--- config.mk ---
export PLATFORM = sky130hd
export DESIGN_NAME = can_bit_timing_calculator_core
export DESIGN_NICKNAME = d
export VERILOG_FILES = /design/src/hw/rtl/cbt_pkg.sv /design/src/hw/rtl/cbt_serial_div.sv /design/src/hw/rtl/can_bit_timing_calculator_core.sv
export SDC_FILE = /design/constraint.sdc
export NUM_CORES = 1
export LEC_CHECK = 0
export BUFFER_PORTS_ARGS = -buffer_cell sky130_fd_sc_hd__buf_2
export CAP_MARGIN = 20
export CORE_MARGIN = 10
export CORE_UTILIZATION = 60
export DETAILED_ROUTE_END_ITERATION = 12
export GPL_TIMING_DRIVEN = 0
export PLACE_DENSITY = 0.86
export SLEW_MARGIN = 20
export SYNTH_ARGS = -nofsm -noshare
export SYNTH_HDL_FRONTEND = slang
export SYNTH_HIERARCHICAL = 1
export SYNTH_SLANG_ARGS = --single-unit
--- constraint.sdc ---
create_clock -name clk -period 6.35 [get_ports clk]
set_input_delay 0.3175 -clock clk [delete_from_list [all_inputs] [get_ports clk]]
set_output_delay 0.3175 -clock clk [all_outputs]
set_load 0.005 [all_outputs]
--- src/hw/rtl/cbt_pkg.sv ---
// ----------------------------------------------------------------------------
// CAN bit timing calculator package
// Shared widths, timing limits and the divider result type.
// ----------------------------------------------------------------------------
package cbt_pkg;

	// Field widths of the stream and register words.
	localparam int CLK_W  = 32;
	localparam int RATE_W = 24;
	localparam int TQ_W   = 5;
	localparam int SEG_W  = 5;
	localparam int SJW_W  = 3;
	localparam int PSC_W  = 10;
	localparam int OUT_W  = 24;

	// Configuration port: one register, word addressed.
	localparam int CFG_ADDR_W = 3;
	localparam logic REG_KCLK = 1'b0;
	localparam logic [CLK_W-1:0] KCLK_RESET = 32'd80000000;

	// Time quanta limits and sample point rules.
	localparam logic [TQ_W-1:0] TQ_LOW    = 5'd8;
	localparam logic [TQ_W-1:0] TQ_HIGH   = 5'd25;
	localparam logic [TQ_W-1:0] TQ_TARGET = 5'd16;
	localparam logic [TQ_W-1:0] SEG_MIN_BEFORE = 5'd2;
	localparam logic [SJW_W-1:0] SJW_LIMIT = 3'd4;

	// Result of one serial division, with the quotient kept only as far as
	// the quanta range needs it.
	typedef struct packed {
		logic            rem_zero;
		logic            quot_hi;
		logic [TQ_W-1:0] quot;
	} cbt_div_res_t;

	// Distance of a quanta count from the preferred count.
	function automatic logic [TQ_W-1:0] tq_dist(input logic [TQ_W-1:0] v);
		if (v > TQ_TARGET) begin
			return v - TQ_TARGET;
		end
		return TQ_TARGET - v;
	endfunction

endpackage

--- src/hw/rtl/cbt_serial_div.sv ---
// ----------------------------------------------------------------------------
// CAN bit timing serial divider
// Restoring divider that retires one quotient bit per cycle.
// ----------------------------------------------------------------------------
module cbt_serial_div
	import cbt_pkg::*;
#(
	parameter int DEN_W = 34
) (
	input  logic             clk,
	input  logic             arst_n,
	input  logic             start,
	input  logic [CLK_W-1:0] dividend,
	input  logic [DEN_W-1:0] divisor,
	output logic             done,
	output cbt_div_res_t     res
);

	localparam int CNT_W = $clog2(CLK_W);

	logic             busy_q;
	logic             done_q;
	logic [CNT_W-1:0] cnt_q;
	logic [CLK_W-1:0] num_q;
	logic [DEN_W-1:0] rem_q;
	logic [TQ_W-1:0]  quot_q;
	logic             qhi_q;

	logic [DEN_W:0]   trial;
	logic [DEN_W:0]   diff;
	logic             ge;
	logic [DEN_W-1:0] rem_next;

	// One trial subtraction: bring down the next dividend bit.
	always_comb begin
		trial    = {rem_q, num_q[CLK_W-1]};
		diff     = trial - {1'b0, divisor};
		ge       = trial >= {1'b0, divisor};
		rem_next = ge ? diff[DEN_W-1:0] : trial[DEN_W-1:0];
	end

	// Sequencing of the bit iterations.
	always_ff @(posedge clk or negedge arst_n) begin
		if (!arst_n) begin
			busy_q <= 1'b0;
			done_q <= 1'b0;
			cnt_q  <= '0;
		end else begin
			done_q <= 1'b0;
			if (start) begin
				busy_q <= 1'b1;
				cnt_q  <= '0;
			end else if (busy_q) begin
				cnt_q <= cnt_q + CNT_W'(1);
				if (cnt_q == CNT_W'(CLK_W - 1)) begin
					busy_q <= 1'b0;
					done_q <= 1'b1;
				end
			end
		end
	end

	// Datapath: remainder and the low quotient bits with a sticky overflow.
	always_ff @(posedge clk) begin
		if (start) begin
			num_q  <= dividend;
			rem_q  <= '0;
			quot_q <= '0;
			qhi_q  <= 1'b0;
		end else if (busy_q) begin
			num_q  <= {num_q[CLK_W-2:0], 1'b0};
			rem_q  <= rem_next;
			quot_q <= {quot_q[TQ_W-2:0], ge};
			qhi_q  <= qhi_q | quot_q[TQ_W-1];
		end
	end

	assign done         = done_q;
	assign res.rem_zero = (rem_q == '0);
	assign res.quot_hi  = qhi_q;
	assign res.quot     = quot_q;

endmodule

--- src/hw/rtl/can_bit_timing_calculator_core.sv ---
// ----------------------------------------------------------------------------
// CAN bit timing calculator core
// Finds the nominal bit timing for a requested bit rate and kernel clock.
// ----------------------------------------------------------------------------
// Usage: write the kernel clock in hertz to the register at address 0 over
// the APB port, then send a bit rate word on the s_ stream. One result word
// per request comes out on the m_ stream: status, prescaler, phase segments
// and jump width.
// Search: the core tries every prescaler in turn, one serial division per
// trial, starts each trial as the last one finishes, and registers the result
// word in the output register once the last trial is done. A zero clock or a
// zero rate skips the search and goes straight to the finish state.
// Throughput: one request at a time; s_tready is high only while no search
// is running. A finished result waits in the output register, so the next
// request is taken while the receiver stalls; that search then holds its
// result until the output register is free.
// Reset: the kernel clock register returns to 80 MHz and both streams empty.
// ----------------------------------------------------------------------------
module can_bit_timing_calculator_core
	import cbt_pkg::*;
#(
	parameter int PRESCALER_MAX = 512
) (
	input  logic                  clk,
	input  logic                  arst_n,
	// APB configuration port
	input  logic                  psel,
	input  logic                  penable,
	input  logic                  pwrite,
	input  logic [CFG_ADDR_W-1:0] paddr,
	input  logic [31:0]           pwdata,
	output logic [31:0]           prdata,
	output logic                  pready,
	// Request stream; tdata: bit_rate[23:0]
	input  logic                  s_tvalid,
	output logic                  s_tready,
	input  logic [RATE_W-1:0]     s_tdata,
	// Result stream; tdata: status[0], prescaler[10:1], phase_seg1[15:11],
	// phase_seg2[20:16], sync_jump_width[23:21]
	output logic                  m_tvalid,
	input  logic                  m_tready,
	output logic [OUT_W-1:0]      m_tdata
);

	localparam int PW    = $clog2(PRESCALER_MAX + 1);
	localparam int DEN_W = RATE_W + PW;

	localparam logic [1:0] ST_IDLE   = 2'd0;
	localparam logic [1:0] ST_RUN    = 2'd1;
	localparam logic [1:0] ST_FINISH = 2'd2;

	logic [1:0]        state_q;
	logic [CLK_W-1:0]  kclk_q;
	logic [RATE_W-1:0] rate_q;
	logic [DEN_W-1:0]  den_q;
	logic [PW-1:0]     p_q;
	logic [TQ_W-1:0]   best_tq_q;
	logic [PW-1:0]     best_p_q;
	logic              m_tvalid_q;
	logic [OUT_W-1:0]  m_tdata_q;

	logic              cfg_wr;
	logic              in_acc;
	logic              args_ok;
	logic              last_p;
	logic              div_start;
	logic              div_done;
	cbt_div_res_t      div_res;
	logic              tq_ok;
	logic              take;
	logic              out_load;

	logic [7:0]        sp_sum;
	logic [TQ_W-1:0]   sp_pos;
	logic              res_status;
	logic [PSC_W-1:0]  res_psc;
	logic [SEG_W-1:0]  res_seg1;
	logic [SEG_W-1:0]  res_seg2;
	logic [SJW_W-1:0]  res_sjw;

	// Configuration register access.
	assign pready = 1'b1;
	assign cfg_wr = psel && penable && pwrite && (paddr[2] == REG_KCLK);
	assign prdata = (paddr[2] == REG_KCLK) ? kclk_q : 32'd0;

	always_ff @(posedge clk or negedge arst_n) begin
		if (!arst_n) begin
			kclk_q <= KCLK_RESET;
		end else if (cfg_wr) begin
			kclk_q <= pwdata;
		end
	end

	// Handshake and search control.
	assign s_tready  = (state_q == ST_IDLE);
	assign in_acc    = s_tvalid && s_tready;
	assign args_ok   = (kclk_q != '0) && (s_tdata != '0);
	assign last_p    = (p_q == PW'(PRESCALER_MAX));
	assign div_start = (in_acc && args_ok) ||
	                   (state_q == ST_RUN && div_done && !last_p);
	assign out_load  = (state_q == ST_FINISH) && (!m_tvalid_q || m_tready);

	cbt_serial_div #(
		.DEN_W(DEN_W)
	) u_div (
		.clk     (clk),
		.arst_n  (arst_n),
		.start   (div_start),
		.dividend(kclk_q),
		.divisor (den_q),
		.done    (div_done),
		.res     (div_res)
	);

	// A trial counts when it divides exactly into an allowed quanta count;
	// it wins when closer to the target, or as close and longer.
	always_comb begin
		tq_ok = div_res.rem_zero && !div_res.quot_hi &&
		        (div_res.quot >= TQ_LOW) && (div_res.quot <= TQ_HIGH);
		take  = tq_ok && ((best_tq_q == '0) ||
		        (tq_dist(div_res.quot) < tq_dist(best_tq_q)) ||
		        ((tq_dist(div_res.quot) == tq_dist(best_tq_q)) &&
		         (div_res.quot > best_tq_q)));
	end

	always_ff @(posedge clk or negedge arst_n) begin
		if (!arst_n) begin
			state_q <= ST_IDLE;
		end else begin
			unique case (state_q)
				ST_IDLE: begin
					if (in_acc) begin
						state_q <= args_ok ? ST_RUN : ST_FINISH;
					end
				end
				ST_RUN: begin
					if (div_done && last_p) begin
						state_q <= ST_FINISH;
					end
				end
				ST_FINISH: begin
					if (out_load) begin
						state_q <= ST_IDLE;
					end
				end
				default: begin
					state_q <= ST_IDLE;
				end
			endcase
		end
	end

	// Search datapath: the divisor steps by the rate for each prescaler.
	always_ff @(posedge clk) begin
		if (in_acc) begin
			rate_q    <= s_tdata;
			den_q     <= DEN_W'(s_tdata);
			p_q       <= PW'(1);
			best_tq_q <= '0;
			best_p_q  <= '0;
		end else if (state_q == ST_RUN && div_done) begin
			if (take) begin
				best_tq_q <= div_res.quot;
				best_p_q  <= p_q;
			end
			if (!last_p) begin
				p_q   <= p_q + PW'(1);
				den_q <= den_q + DEN_W'(rate_q);
			end
		end
	end

	// Sample point at seven eighths of the bit, rounded, then clamped.
	always_comb begin
		sp_sum = {best_tq_q, 3'b000} - {3'b000, best_tq_q} + 8'd4;
		sp_pos = sp_sum[7:3];
		if (sp_pos < SEG_MIN_BEFORE) begin
			sp_pos = SEG_MIN_BEFORE;
		end
		if (sp_pos > best_tq_q - TQ_W'(1)) begin
			sp_pos = best_tq_q - TQ_W'(1);
		end
		res_status = (best_tq_q == '0);
		if (res_status) begin
			res_psc  = '0;
			res_seg1 = '0;
			res_seg2 = '0;
			res_sjw  = '0;
		end else begin
			res_psc  = PSC_W'(best_p_q);
			res_seg1 = sp_pos - TQ_W'(1);
			res_seg2 = best_tq_q - sp_pos;
			res_sjw  = (res_seg2 < SEG_W'(SJW_LIMIT)) ? res_seg2[SJW_W-1:0] : SJW_LIMIT;
		end
	end

	// Output register.
	always_ff @(posedge clk or negedge arst_n) begin
		if (!arst_n) begin
			m_tvalid_q <= 1'b0;
		end else if (out_load) begin
			m_tvalid_q <= 1'b1;
		end else if (m_tready) begin
			m_tvalid_q <= 1'b0;
		end
	end

	always_ff @(posedge clk) begin
		if (out_load) begin
			m_tdata_q <= {res_sjw, res_seg2, res_seg1, res_psc, res_status};
		end
	end

	assign m_tvalid = m_tvalid_q;
	assign m_tdata  = m_tdata_q;

endmodule

==> results.ini <==
[timing]
slew_violations = 0
hold_violations = 0
tns_ns = 0
layout_setup_ws_ns = 1.125
finalClockSkew_ns = 0.02080
rsz0062_at_grt = false
slew_headroom_pct = 35.70
tightest_slew_ns = 0.9521
finalCriticalPeriod_ns = 5.225
clock.fmax_ghz = 0.1914
setup_viol = 0
fin_crit_sh_pct = 82.28

[clock_network]
cts_buffer_depth = 3
hold_buffers = 5
clkLatencyLatePin_ns = 0.53
numCtsBuffers = 24
cts_tree = built
clock-sinks = 221
cts_resized = 0
root_buffer = clkbuf_16
path_clk_slew_ns = 0.06
post_cts_buffers = 0
cts_max_level = 1

[placed_design]
portBuffers = 121
hpwl_mm = 26.60
place_congestion = 0.9623
place_ws_ns = 1.219

[worst_setup_path]
cp.required_ns = 6.59
startpoint = best_tq_q[3]
startpoint_type = flip-flop
r2r_end = m_tdata[23]
critical_path_arrival_ns = 5.46
rr_startpoint = best_tq_q[3]
r2r_slack_ns = 1.13
reg2reg_depth = 23
critPathMaxFanout = 9
critPathKind = reg -> reg
worstSetupEndpointType = flip-flop

[yosys]
yosys_warnings = 6
synth_area_sq_um = 13700
syn_area_per_cell_sq_um = 9.647
ys_seq_elements = 221
syn-instance-count = 1420
synth-seq-area-share_pct = 41.50
synth_nets = 1577
synth_edf_count = 104
synth_ff_type = edfxtp_1
synthArstFlopShare_pct = 19.00
synth.distinct_cells = 91

[route]
vias = 11550
wl_met3_mm = 1.786
wl_met1_mm = 14.72
firstDrtPassIters = 6
routed-wl-met2_mm = 17.98
ant_nets = 0
routed_via_density = 6.153
wl_per_cell_microns = 19.04
wirelength_mm = 35.74
drc = 0
top_layer = met4
drtIter0Drc = 1042

[floorplan]
die-area_sq_um = 29280
die_h_microns = 171.1
start_util_pct = 60.69
core_area_sq_um = 22570
die_x_microns = 171.1
boundaryPins = 125
rows = 55

[final_layout]
multi_input_area_sq_um = 7382
area_growth_pct = 13.33
drive_gt1_share_pct = 19.16
insertedDiodeCount = 0
register_area_sq_um = 5685
nFillCells = 1732
fin_nets = 1731

[hold_path]
min-delay-start = s_tdata[22]
holdPathEnd = rate_q[22]
hold_class = in -> reg
hold_depth = 1

[grt]
grt_pass1_vias = 11370
grt_pass1_wl_mm = 56.76
grt_start_max_net_pins = 43
antenna_found_initial = 0
grt_remaining_overflow = 0
track_usage_pct = 23.60

[flow_run]
maxCapViolations = 0

[power_and_ir_drop]
power_density_nw_per_um2 = 488.9
finalPower_mw = 7.589
ir_worst_vdd_mv = 0.2905
leakagePower_nw = 6.642

[outcome]
status = complete, no violations

-- per-layer routing --
metal  vias up  global-route usage, %
li1       5472                      -
met1      5592                  28.81
met2       393                  41.69
met3        93                  2.742
met4         0                  8.998
met5         -                      0
-- cell families (layout without fill, tap and decap cells) --
| logic type | count (synthesis) | in the layout | synth area share (%) |
|---|---|---|---|
| buffers and inverters | 148 | 320 | 4.649 |
| AND/OR/NAND/NOR | 468 | 468 | 16.70 |
| AO/OA/AOI/OAI | 321 | 321 | 16.28 |
| adder cells (fa/ha/maj) | 91 | 91 | 8.476 |
| multiplexers | 99 | 99 | 7.827 |
| flip-flops | 221 | 221 | 41.50 |
| XOR/XNOR | 71 | 71 | 4.539 |
| other | 1 | 1 | 0.02737 |
-- cell usage in the layout, fill, tap and decap left out, types with 9 or more instances in the layout --
| cell type | instances |
|---|---|
| o21bai_1 | 9 |
| nor4_1 | 25 |
| nand3_1 | 31 |
| buf_2 | 136 |
| a31oi_1 | 12 |
| buf_4 | 12 |
| nor3_1 | 15 |
| o21ai_0 | 52 |
| dfxtp_1 | 75 |
| nor2b_1 | 36 |
| nand2b_1 | 16 |
| xor2_1 | 37 |
| mux2i_1 | 34 |
| a311oi_1 | 21 |
| o211ai_1 | 13 |
| clkbuf_16 | 25 |
| ha_1 | 88 |
| a21oi_1 | 96 |
| a21o_1 | 24 |
| and2_1 | 17 |
| nand4_1 | 24 |
| nor2_1 | 124 |
| and3_1 | 15 |
| edfxtp_1 | 104 |
| inv_1 | 76 |
| clkbuf_1 | 42 |
| mux2_2 | 65 |
| o31ai_1 | 20 |
| nand2_1 | 134 |
| xnor2_1 | 34 |
| dfrtp_1 | 34 |
-- worst max-delay path by stage --
stage / end / slack, ns / depth (start not counted)
final: m_tdata[23] / 1.13 / 23
after detailed placement: m_tdata[23] / 1.22 / 23
after global routing: m_tdata[23] / 0.86 / 23
after floorplan: m_tdata[23] / 1.84 / 23
after CTS: m_tdata[23] / 1.18 / 23
after global placement: m_tdata[23] / 1.32 / 23
-- stage by stage --
stage                     area, sq um  instances  hold WS (ns)  utilization (%)
final                           15520       1877       0.01509            68.78
after global routing            15520       1877      0.002593            68.78
after CTS                       15520       1877      0.002086            68.77
after detailed placement        14700       1828        0.4635            65.11
after global placement          14660       1826        0.4534            64.96
after floorplan                 13700       1420       0.02191                -
-- synth_stat cells (25+ instances only) --
library cell	n	area share (%)
nand2_1	135	3.7
nor2_1	124	3.4
edfxtp_1	104	23
a21oi_1	96	3.5
ha_1	88	8.0
inv_1	77	2.1
dfxtp_1	75	11
mux2_2	65	5.3
o21ai_0	52	1.9
nor2b_1	37	1.7
xor2_1	37	2.4
clkbuf_1	35	0.96
dfrtp_1	34	6.2
mux2i_1	34	2.5
xnor2_1	34	2.2
nand3_1	31	1.1
nor4_1	25	1.1
-- worst max-delay path, cell delays in order, from the launching register on --
cell,delay [ns]
dfxtp_1,0.33
buf_2,0.23
inv_1,0.13
ha_1,0.30
buf_6,0.14
o21a_2,0.22
nor3_1,0.27
a21oi_1,0.13
a31oi_1,0.27
inv_1,0.07
ha_1,0.30
nor2b_1,0.13
o211ai_1,0.20
a31oi_2,0.18
o21a_1,0.23
o211ai_1,0.39
ha_1,0.27
fa_1,0.21
inv_1,0.05
a21o_1,0.17
a21oi_1,0.17
xnor2_1,0.10
xnor2_1,0.32
a21oi_1,0.12
-- where the power goes --
group	total (mW)	internal (mW)	switching [mW]
logic	3.85	1.63	2.23
registers	2.35	2.01	0.343
clock network	1.38	0.810	0.570
-- state kept, by name, indices dropped and copies added (netlist names), 5 cells and up --
signal and flops:
p_q 10, den_q 34, kclk_q 32, best_tq_q 5
m_tdata 24, rate_q 24, u_div/num_q 32, u_div/quot_q 5
u_div/rem_q 34, u_div/cnt_q 5, best_p_q 10
-- layout make-up --
class	instances	area share, %
inverters	80	1.934
plain buffers	68	2.176
clock inverters	7	0.4191
multi-input cells	1051	47.55
flip-flops and latches	221	36.62
repair buffers	128	4.425
well taps	285	2.297
clock buffers	37	4.578
No activity file was read; power rests on OpenSTA's default activity.
